File: config.mk
export PLATFORM = sky130hd
export DESIGN_NAME = cna_iter_stage
export DESIGN_NICKNAME = d
export VERILOG_FILES = /design/src/hdl/cna_pkg.sv /design/src/hdl/cna_iter_stage.sv
export SDC_FILE = /design/constraint.sdc
export NUM_CORES = 1
export LEC_CHECK = 0
export CAP_MARGIN = 40
export CELL_PAD_IN_SITES_DETAIL_PLACEMENT = 1
export CELL_PAD_IN_SITES_GLOBAL_PLACEMENT = 1
export CORE_AREA = 4 4 429 431
export CTS_CLUSTER_SIZE = 28
export DETAILED_ROUTE_END_ITERATION = 10
export DIE_AREA = 0 0 433 435
export DONT_BUFFER_PORTS = 1
export PLACE_DENSITY_LB_ADDON = 0.1
export SLEW_MARGIN = 20
export SYNTH_ARGS = -nofsm -noshare
export SYNTH_HDL_FRONTEND = slang
export SYNTH_SLANG_ARGS = --single-unit
File: constraint.sdc
create_clock -name aclk -period 5.6 [get_ports aclk]
set_input_delay 1.12 -clock aclk [delete_from_list [all_inputs] [get_ports aclk]]
set_output_delay 1.12 -clock aclk [all_outputs]
set_load 0.1 [all_outputs]
File: src/hdl/cna_pkg.sv
`default_nettype none
// ============================================================================
// cna_pkg: shared types and constants of the complex-number ALU
// Action codes, the per-stage pipeline record, fixed widths of the divider
// and CORDIC datapaths, and the CORDIC arctangent table.
// ============================================================================
package cna_pkg;

    // Defaults for the top-level parameters.
    localparam int FRAC_BITS_DEF    = 16;
    localparam int CORDIC_STEPS_DEF = 20;

    // Divider: 33 quotient bits, the top one only flags a result of 2^32 or more.
    localparam int DIV_STEPS = 33;
    // Remainder width covers a 64-bit dividend shifted by up to 32 fraction bits.
    localparam int REM_W     = 96;

    // CORDIC: 24 guard bits over a 32-bit magnitude, plus headroom for the gain.
    localparam int GUARD = 24;
    localparam int CX_W  = 60;
    localparam int Z_W   = 36;

    localparam logic [31:0]           INV_GAIN = 32'h9B74EDA8;
    localparam logic signed [Z_W-1:0] PI_Q32   = 36'sd13493037705;

    typedef enum logic [2:0] {
        ACT_ADD   = 3'd0,
        ACT_SUB   = 3'd1,
        ACT_MUL   = 3'd2,
        ACT_DIV   = 3'd3,
        ACT_CONJ  = 3'd4,
        ACT_MAG   = 3'd5,
        ACT_ARG   = 3'd6,
        ACT_EQUAL = 3'd7
    } act_t;

    // Everything one beat carries through the iteration stages.
    typedef struct packed {
        act_t                   act;
        logic signed [31:0]     rr;
        logic signed [31:0]     ri;
        logic                   eq;
        logic                   zd;
        logic                   ov;
        logic                   xneg;
        logic                   xzero;
        logic [63:0]            den;
        logic [REM_W-1:0]       rem_re;
        logic [REM_W-1:0]       rem_im;
        logic [DIV_STEPS-1:0]   q_re;
        logic [DIV_STEPS-1:0]   q_im;
        logic                   neg_re;
        logic                   neg_im;
        logic signed [CX_W-1:0] cx;
        logic signed [CX_W-1:0] cy;
        logic signed [Z_W-1:0]  cz;
    } item_t;

    // Arctangent of 2^-i in Q32 radians.
    function automatic logic [Z_W-1:0] atan_step(input int i);
        logic [Z_W-1:0] val;
        case (i)
            0:       val = 36'd3373259426;
            1:       val = 36'd1991351318;
            2:       val = 36'd1052175346;
            3:       val = 36'd534100635;
            4:       val = 36'd268086748;
            5:       val = 36'd134174063;
            6:       val = 36'd67103403;
            7:       val = 36'd33553749;
            8:       val = 36'd16777131;
            9:       val = 36'd8388597;
            10:      val = 36'd4194303;
            default: val = (i <= 32) ? (36'd1 << (32 - i)) : 36'd0;
        endcase
        return val;
    endfunction

endpackage
`default_nettype wire

File: src/hdl/cna_iter_stage.sv
`default_nettype none
// ============================================================================
// cna_iter_stage: one registered step of the divider and the CORDIC
// Performs one restoring-division step on both quotient parts and, for the
// first CORDIC_STEPS stages, one vectoring CORDIC rotation.
// ============================================================================
module cna_iter_stage
    import cna_pkg::*;
#(
    parameter int STEP         = 0,
    parameter int CORDIC_STEPS = CORDIC_STEPS_DEF
) (
    input  wire logic  aclk,
    input  wire logic  aresetn,
    input  wire logic  en,
    input  wire logic  in_valid,
    input  wire item_t in_item,
    output logic       out_valid,
    output item_t      out_item
);

    localparam int SHIFT = DIV_STEPS - 1 - STEP;
    localparam logic signed [Z_W-1:0] ATAN = atan_step(STEP);

    logic  valid_reg;
    item_t item_reg;
    item_t item_next;

    logic [REM_W-1:0] den_sh;
    logic             ge_re;
    logic             ge_im;

    // Divider step: subtract the shifted divisor where it fits.
    assign den_sh = {{(REM_W-64){1'b0}}, in_item.den} << SHIFT;
    assign ge_re  = in_item.rem_re >= den_sh;
    assign ge_im  = in_item.rem_im >= den_sh;

    always_comb begin
        item_next        = in_item;
        item_next.rem_re = ge_re ? (in_item.rem_re - den_sh) : in_item.rem_re;
        item_next.rem_im = ge_im ? (in_item.rem_im - den_sh) : in_item.rem_im;
        item_next.q_re   = {in_item.q_re[DIV_STEPS-2:0], ge_re};
        item_next.q_im   = {in_item.q_im[DIV_STEPS-2:0], ge_im};
        // CORDIC rotation toward the positive real axis.
        if (STEP < CORDIC_STEPS) begin
            if (!in_item.cy[CX_W-1]) begin
                item_next.cx = in_item.cx + (in_item.cy >>> STEP);
                item_next.cy = in_item.cy - (in_item.cx >>> STEP);
                item_next.cz = in_item.cz + ATAN;
            end else begin
                item_next.cx = in_item.cx - (in_item.cy >>> STEP);
                item_next.cy = in_item.cy + (in_item.cx >>> STEP);
                item_next.cz = in_item.cz - ATAN;
            end
        end
    end

    // Valid bit.
    always_ff @(posedge aclk) begin
        if (!aresetn) begin
            valid_reg <= 1'b0;
        end else if (en) begin
            valid_reg <= in_valid;
        end
    end

    // Payload.
    always_ff @(posedge aclk) begin
        if (en) begin
            item_reg <= item_next;
        end
    end

    assign out_valid = valid_reg;
    assign out_item  = item_reg;

endmodule
`default_nettype wire

; ---- After elaboration in Yosys (flattened, before gate mapping)
; Index checks and enable logic that the tools add are counted.
[op_classes]
muxes = 3
add_sub_neg = 7
order_cmp = 2
[op_table]
columns = op, count
row1 = $ge 96x96->1, 2
row2 = $mux 96, 2
row3 = $sub 96x96->96, 2
row4 = $mux 156, 1
row5 = $sub 60x60->60, 2
row6 = $add 60x60->60, 1
row7 = $add 36x33->36 const B, 1
row8 = $sub 36x33->36 const B, 1
[word_totals]
inputBits = 556
word_cells = 31
out_inout_bits = 553
regBits = 553

; ---- Longest topological paths before layout
; Gate-level depths: netlist of run 1.
[logic_depth]
ltp_word = 2
mapped_depth = 17
depth_no_buf = 14

; ---- Worst setup path before layout of run 1
; OpenSTA, ideal clock, no wires.
[synth_timing]
path_type = input port to flip-flop
startpoint = input port in_item[95] (netlist name)
endpoint = register item_reg, in the netlist out_item[32] (data pin)
stages = 16
slack_ns = 0.473
setup_time_ns = 0.259
t_arrival_ns = 4.868
t_required_ns = 5.341
n_path_buf = 3
cell_sequence = clkbuf_1 clkinv_1 clkbuf_1 clkbuf_1 ha_1 a211oi_1 o211ai_1 a221oi_1 o221ai_1 a21o_1 a41oi_1 o21ai_0 a21oi_1 inv_1 a41oi_1 xnor2_1
[synth_lines]
columns = element, line_no
row1 = from (decl), cna_iter_stage.sv:17  ; input wire item_t in_item,
row2 = to (signal assigned), cna_iter_stage.sv:70  ; item_reg <= item_next;
row3 = to (decl), cna_iter_stage.sv:26  ; item_t item_reg;

==> qor.yml, run 1 <==
synthesis:
  part_of_the_yosys_area_used_for_sequential_elements: 0.432
  synth_area_um2: 38400
  yosys-top-cells-area: "sky130_fd_sc_hd__edfxtp_1 43%, sky130_fd_sc_hd__ha_1 12%, sky130_fd_sc_hd__a21oi_1 6.2%, sky130_fd_sc_hd__xnor2_1 4.5%, sky130_fd_sc_hd__nor2_1 3.2%"
  netlist_instances: 3895
  post-synth-top-area-fraction: 0.431
  ys_seq_elements: 552
  synthArstFlopShare: 0
  synth_edf_count: 551
  synth_flop_cell: "sky130_fd_sc_hd__edfxtp_1"
  synth.lib_cells_used.distinct: 80
  yosys_warnings: 0
  post_synth.cell_area_avg_um2: 9.85
  netlist.top_cell.by_area: "sky130_fd_sc_hd__edfxtp_1"
  post_syn_nets: 4810
clock_tree:
  skew_pair_late_insertion_delay_ns: 0.67
  post_cts_resize_count: 0
  post-cts-setup-buffer-count: 0
  tritoncts: "yes"
  cts_max_path_buffers: 3
  tritoncts_buffer_count: 75
  cts_root_buffer: "sky130_fd_sc_hd__clkbuf_16"
  cts_sinks: 552
  htreeDepth: 3
  post_cts_hold_buffer_count: 0
  cts.clk_slew.worst_paths_ns: 0.06
placement:
  buffer_ports.inserted: 0
  post-place-ws_ns: 0.251
  hpwlAfterDp_um: 165000
  gp_congestion: 0.873
  dpl_cell_area_um2: 52000
sta:
  max_clock_freq_mhz: 216
  min_period_over_period: 0.828
  final-max-slew-violation-count: 0
  max_slew.worst_pin.slew_ns: 0.953
  fin_skew_ns: 0
  hold_viol_final: 0
  fin_crit_ns: 4.63
  max_slew_headroom_at_the_worst_pin: 0.364
  worst_hold_slack_ns: 0.497
  setup_viol: 0
  minimum_setup_slack_in_the_final_design_ns: 0.966
  setup_tns_final_ns: 0
  grt_setup_unrepaired: "false"
setup_path:
  cp_slowest_cell: "sky130_fd_sc_hd__o21ai_0"
  r2r_cells: 2
  worstPathRequired_ns: 6.01
  critical_path.most_common_cell: "sky130_fd_sc_hd__o21ai_0"
  timing.critical_path.to_type: "flip-flop"
  worst_path_largest_cell_delay_ns: 0.40
  critPathArrivalTime_ns: 5.05
  critPathLaunchType: "input pin"
  r2r_setup_slack_ns: 4.94
  path_class: "input pin to flip-flop"
  worst_r2r_endpoint: "out_valid"
  worstReg2RegStart: "out_valid"
  worstPathCellList: "inv_1 > ha_1 > fa_1 > nor2b_1 > o31a_1 > o31ai_1 > a21oi_1 > o21ai_0 > o21a_1 > o211ai_1 > a211oi_1 > o21ai_0 > a31oi_4 > buf_4 > mux2_2"
  path_max_fanout: 21
die:
  placementRows: 156
  initial_core_util: 0.213
  core_region_area_um2: 180000
  die_area_um2: 188000
  floorplan.die.width_um: 433
  die-height_um: 435
  design.portCount: 1109
route:
  wirelength_met1_um: 79500
  drt_pass1_iterations: 6
  antenna_left: 0
  highest-signal-layer: "met5"
  drcViolationCount: 0
  routed-via-count: 32600
  routed-wl-met2_um: 105000
  wl_per_cell_um: 29.0
  viasPerCell: 4.78
  drt-total-wl_um: 198000
  first_drt_iteration_drcs: 1638
  met3_wirelength_um: 9690
power:
  reported_leakage_power_nw: 22.5
  sequential_share_of_power: 0.322
  power.switching_fraction: 0.434
  pwr-share-clk: 0.252
  power_switching_mw: 8.52
  power_frac_comb: 0.426
  ir_drop_v: 0.000249
  power.density_nw_per_um2: 354
  internal_power_mw: 11.1
outcome:
  run_status: "finished, final reports clean"
final_layout:
  layout.core_utilization: 0.307
  post_route_cells_drive_above_1_share: 0.177
  stdcell_area_um2: 55400
  fin_nets: 5299
  area_delta_synth_final_pct: 44.2
global_route:
  grt_usage: 0.201
  grt_pass1_vias: 34600
  grt_max_degree: 553
  initial_antenna_violation_count: 25
  first_pass_grt_wire_length_um: 274000
  grt_remaining_overflow: 0
worst_hold_path:
  min_delay_worst_endpoint: "out_item[156]"
  hold_path_depth: 0
  worstHoldPathType: "input pin to flip-flop"
  min_from: "in_item[156]"
job:
  maxCapViolCount: 0
cells in the final DEF (no fill, tap or decap), types with 89 or more instances in the layout:
| cell type | instances |
|---|---|
| sky130_fd_sc_hd__a21oi_1 | 477 |
| sky130_fd_sc_hd__o21bai_1 | 89 |
| sky130_fd_sc_hd__a21o_1 | 158 |
| sky130_fd_sc_hd__inv_1 | 281 |
| sky130_fd_sc_hd__clkbuf_16 | 100 |
| sky130_fd_sc_hd__o21ai_0 | 213 |
| sky130_fd_sc_hd__xnor2_1 | 199 |
| sky130_fd_sc_hd__edfxtp_1 | 551 |
| sky130_fd_sc_hd__nand2_1 | 232 |
| sky130_fd_sc_hd__nor2_1 | 324 |
| sky130_fd_sc_hd__ha_1 | 353 |
| sky130_fd_sc_hd__buf_4 | 132 |
| sky130_fd_sc_hd__buf_16 | 342 |
per-layer routing:
| metal | vias up | track usage |
|---|---|---|
| met2 | 772 | 0.376 |
| met4 | 4 | 0.0472 |
| met5 | - | 0 |
| li1 | 15300 | - |
| met1 | 16400 | 0.236 |
| met3 | 161 | 0.0378 |
how the worst max path moves through the flow:
| stage | startpoint | endpoint | slack (ns) | cells after the start |
|---|---|---|---|---|
| after floorplan | in_item[95] | out_item[32] | 0.47 | 16 |
| after global placement | in_item[36] | out_item[148] | 0.23 | 17 |
| after detailed placement | in_item[36] | out_item[148] | 0.25 | 17 |
| after CTS | in_item[36] | out_item[148] | 0.98 | 17 |
| after global routing | in_item[44] | out_item[92] | 0.65 | 14 |
| final | in_item[352] | out_item[397] | 0.97 | 15 |
final cells by class:
class                           count  area [um^2]
Sequential cell                   552        16600
Clock inverter                     35          509
Multi-Input combinational cell   2893        20100
Inverter                          294         1100
Antenna cell                       19         47.5
Tap cell                         2370         2970
Timing Repair Buffer              568        12100
Clock buffer                       99         1970
Fill cell                       19700       125000
critical path: cells and delay by family:
kind	cells	cell delay (ns)
mux	1	0.39
buf+inv	2	0.43
compound gates	9	2.54
simple gates	1	0.08
fa+ha+maj	2	0.45
synthesized netlist by cell type, types with 7 or more instances:
cell,number
sky130_fd_sc_hd__a2111oi_0,13
sky130_fd_sc_hd__o31a_1,13
sky130_fd_sc_hd__xor2_1,66
sky130_fd_sc_hd__ha_1,353
sky130_fd_sc_hd__or3_1,10
sky130_fd_sc_hd__o21a_1,34
sky130_fd_sc_hd__or2_2,15
sky130_fd_sc_hd__a31o_2,7
sky130_fd_sc_hd__nor4_1,32
sky130_fd_sc_hd__o31ai_1,34
sky130_fd_sc_hd__a31oi_1,35
sky130_fd_sc_hd__clkinv_1,12
sky130_fd_sc_hd__inv_1,281
sky130_fd_sc_hd__nor2b_1,34
sky130_fd_sc_hd__nand3_1,60
sky130_fd_sc_hd__mux2_2,74
sky130_fd_sc_hd__buf_2,13
sky130_fd_sc_hd__a221o_1,9
sky130_fd_sc_hd__o21bai_1,89
sky130_fd_sc_hd__a21oi_1,477
sky130_fd_sc_hd__a21boi_0,19
sky130_fd_sc_hd__nand2_1,232
sky130_fd_sc_hd__a311oi_1,14
sky130_fd_sc_hd__xnor2_1,199
sky130_fd_sc_hd__clkbuf_1,122
sky130_fd_sc_hd__nand2b_1,27
sky130_fd_sc_hd__nor3_1,55
sky130_fd_sc_hd__o21ai_0,213
sky130_fd_sc_hd__buf_1,19
sky130_fd_sc_hd__a21o_1,158
sky130_fd_sc_hd__and2_1,14
sky130_fd_sc_hd__a211oi_1,26
sky130_fd_sc_hd__mux2i_1,41
sky130_fd_sc_hd__o211ai_1,16
sky130_fd_sc_hd__o2111ai_1,9
sky130_fd_sc_hd__edfxtp_1,551
sky130_fd_sc_hd__nor2_1,324
sky130_fd_sc_hd__nand4_1,77
sky130_fd_sc_hd__and3_1,11
power groups by stage:
stage               clock [mW]  sequential (mW)  combinational, mW
floorplan                    0             8.96               2.08
global placement             0             9.11               3.36
detailed placement           0             6.56               8.07
CTS                       5.14             6.49               8.09
global route              5.31             6.35               8.75
finish                    4.93             6.32               8.36
cell families after synthesis:
logic type	share of synthesized area
DFF	0.432
xor gates and xnor gates	0.0605
and+or+nand+nor	0.112
adders and majority gates	0.118
AOI/OAI and AO/OA	0.200
muxes	0.0324
buffers and inverters	0.0447
state kept, by name, indices dropped and copies added (netlist names):
signal	count
out_item	551
out_valid	1
metrics by stage:
stage | power, mW | instances
finish | 19.6 | 6830
global route | 20.4 | 6828
floorplan | 11.0 | 3895
global placement | 12.5 | 6245
detailed placement | 14.6 | 6646
CTS | 19.7 | 6780
(Power assumes the default switching activity.)
==> run 2: changes to the inputs <==
==> constraint.sdc (replaced) <==
create_clock -name aclk -period 4.6 [get_ports aclk]
set_input_delay 0.92 -clock aclk [delete_from_list [all_inputs] [get_ports aclk]]
set_output_delay 0.92 -clock aclk [all_outputs]
set_load 0.1 [all_outputs]
==> qor.yml, run 2 (synthesis results as in run 1) <==
outcome:
  run_status: "finished, final reports clean"
final_layout:
  layout_commonest_cell: "sky130_fd_sc_hd__edfxtp_1"
  largest_register_ffs: 551  # unchanged
  area_delta_synth_final_pct: 52.0
  most-common-layout-cells: "551 x sky130_fd_sc_hd__edfxtp_1, 477 x sky130_fd_sc_hd__a21oi_1, 446 x sky130_fd_sc_hd__buf_4, 365 x sky130_fd_sc_hd__buf_16, 353 x sky130_fd_sc_hd__ha_1"
  instances_no_fill: 7163  # +4.9%
  post_route_cells_drive_above_1_share: 0.237  # +0.0595
  fin_nets: 5632  # +6.3%
  layout.core_utilization: 0.324  # +0.0166
route:
  routed-via-count: 34000  # +4.2%
  drcViolationCount: 0  # unchanged
  antenna_left: 0  # unchanged
  drt-total-wl_um: 205000  # +3.6%
  wl_per_cell_um: 28.6  # -1.2%
  first_drt_iteration_drcs: 1670  # +2.0%
  viasPerCell: 4.74  # -0.69%
  drt_pass1_iterations: 5  # -1
die:
  placementRows: 156  # unchanged
  die-height_um: 435  # unchanged
  design.portCount: 1109  # unchanged
  core_region_area_um2: 180000  # unchanged
  die_area_um2: 188000  # unchanged
  floorplan.die.width_um: 433  # unchanged
  initial_core_util: 0.213  # unchanged
clock_tree:
  skew_pair_late_insertion_delay_ns: 0.70  # +0.03 ns
  post_cts_resize_count: 0  # unchanged
  cts.clk_slew.worst_paths_ns: 0.07  # about the same
  post-cts-setup-buffer-count: 0  # unchanged
  cts_max_path_buffers: 3  # unchanged
  post_cts_hold_buffer_count: 0  # unchanged
  cts_root_buffer: "sky130_fd_sc_hd__clkbuf_16"
  tritoncts: "yes"
  cts_sinks: 552  # unchanged
  tritoncts_buffer_count: 75  # unchanged
  htreeDepth: 3  # unchanged
power:
  ir_drop_v: 0.000294  # +18%
  reported_leakage_power_nw: 24.3  # +8.1%
  power.density_nw_per_um2: 420  # +19%
setup_path:
  r2r_setup_slack_ns: 3.98  # -0.96 ns
  worstPathRequired_ns: 5.04  # -0.97 ns
  critPathLaunchType: "input pin"
  path_max_fanout: 6  # -71%
  r2r_cells: 2  # unchanged
  timing.critical_path.to_type: "flip-flop"
  worstReg2RegStart: "out_valid"
  worst_r2r_endpoint: "out_valid"
  path_class: "input pin to flip-flop"
  critPathArrivalTime_ns: 4.80  # -0.25 ns
placement:
  dp_cells: 6972  # +4.9%
  hpwlAfterDp_um: 173000  # +4.6%
  post-place-ws_ns: -0.444  # -0.695 ns
  gp_congestion: 0.875  # +0.32%
  buffer_ports.inserted: 0  # unchanged
global_route:
  first_pass_grt_wire_length_um: 284000  # +3.6%
  grt_pass1_vias: 36300  # +5.0%
  initial_antenna_violation_count: 19  # -24%
  grt_max_degree: 553  # unchanged
  grt_usage: 0.209  # +0.00744
  grt_remaining_overflow: 0  # unchanged
sta:
  hold_viol_final: 0  # unchanged
  final-max-slew-violation-count: 0  # unchanged
  setup_viol: 0  # unchanged
  max_slew.worst_pin.slew_ns: 0.921  # -0.0323 ns
  max_slew_headroom_at_the_worst_pin: 0.387  # +0.0228
  fin_skew_ns: 0  # unchanged
  fin_crit_ns: 4.36
  minimum_setup_slack_in_the_final_design_ns: 0.239  # -0.727 ns
  grt_setup_unrepaired: "false"
  max_clock_freq_mhz: 229
  min_period_over_period: 0.948
worst_hold_path:
  hold_path_depth: 0  # unchanged
  worstHoldPathType: "input pin to flip-flop"
  min_delay_worst_endpoint: "out_item[450]"
  min_from: "in_item[450]"
job:
  maxCapViolCount: 0  # unchanged
## run 2: cell types whose count changed in the layout (fill, tap and decap cells not counted), sizes merged
cell / previous run / this run
clkinvlp: 4 / 6
bufinv: 6 / 7
inv: 286 / 288
clkinv: 33 / 45
buf: 543 / 875
clkbuf: 124 / 112
diode: 19 / 15
## run 2: worst max-delay path by stage
stage	from	cells after the start	end
finish	in_item[49]	17	out_item[148]
global route	in_item[49]	17	out_item[148]
CTS	in_item[421]	14	out_item[376]
detailed placement	in_item[49]	17	out_item[148]
global placement	in_item[49]	17	out_item[148]
floorplan	in_item[95]	16	out_item[32]
## run 2: stage by stage
step           power, mW  setup TNS (ns)  hold WS (ns)  area, um^2
2_1_floorplan       13.4               0         0.981       38400
3_3_place_gp        15.6          -35.50          1.01       44200
3_5_place_dp        18.3          -32.33         0.540       54800
4_1_cts             24.6               0         0.215       57300
5_1_grt             25.5               0         0.228       58300
6_report            24.5               0         0.306       58300
## run 2: layout make-up
class	count	area, um^2
Fill cell	19800	122000
Inverter	294	1100
Multi-Input combinational cell	2893	20100
Antenna cell	15	37.5
Timing Repair Buffer	901	15000
Tap cell	2370	2970
Clock buffer	86	1960
Clock inverter	52	554
Sequential cell	552	16600
## run 2: where the power goes
group	internal, mW	total, mW	switching (mW)	leakage, nW
clock	3.50	6.08	2.58	1.21
sequential	6.37	7.65	1.28	5.40
combinational	4.14	10.8	6.66	17.7
total	14.0	24.5	10.5	24.3
## run 2: per-layer routing
| metal | part of all wire | up-vias | track usage | wire (um) |
|---|---|---|---|---|
| li1 | - | 16000 | - | - |
| met1 | 0.40 | 17000 | 0.240 | 81000 |
| met2 | 0.53 | 785 | 0.389 | 108000 |
| met3 | 0.051 | 183 | 0.0433 | 10400 |
| met4 | 0.029 | 2 | 0.0575 | 5900 |
| met5 | 0.000059 | - | 0 | 12 |
## run 2: critical path, stage by stage
cell and delay, ns:
sky130_fd_sc_hd__inv_1 0.02, sky130_fd_sc_hd__ha_1 0.37, sky130_fd_sc_hd__inv_1 0.08, sky130_fd_sc_hd__a2111oi_0 0.40
sky130_fd_sc_hd__a21oi_1 0.21, sky130_fd_sc_hd__a2111oi_0 0.41, sky130_fd_sc_hd__buf_4 0.18, sky130_fd_sc_hd__a21oi_1 0.09
sky130_fd_sc_hd__buf_4 0.18, sky130_fd_sc_hd__nand4_1 0.09, sky130_fd_sc_hd__buf_4 0.12, sky130_fd_sc_hd__a2111oi_0 0.09
sky130_fd_sc_hd__buf_4 0.16, sky130_fd_sc_hd__nor3b_1 0.73, sky130_fd_sc_hd__o31ai_1 0.17, sky130_fd_sc_hd__o21ai_0 0.45
sky130_fd_sc_hd__xnor2_1 0.11
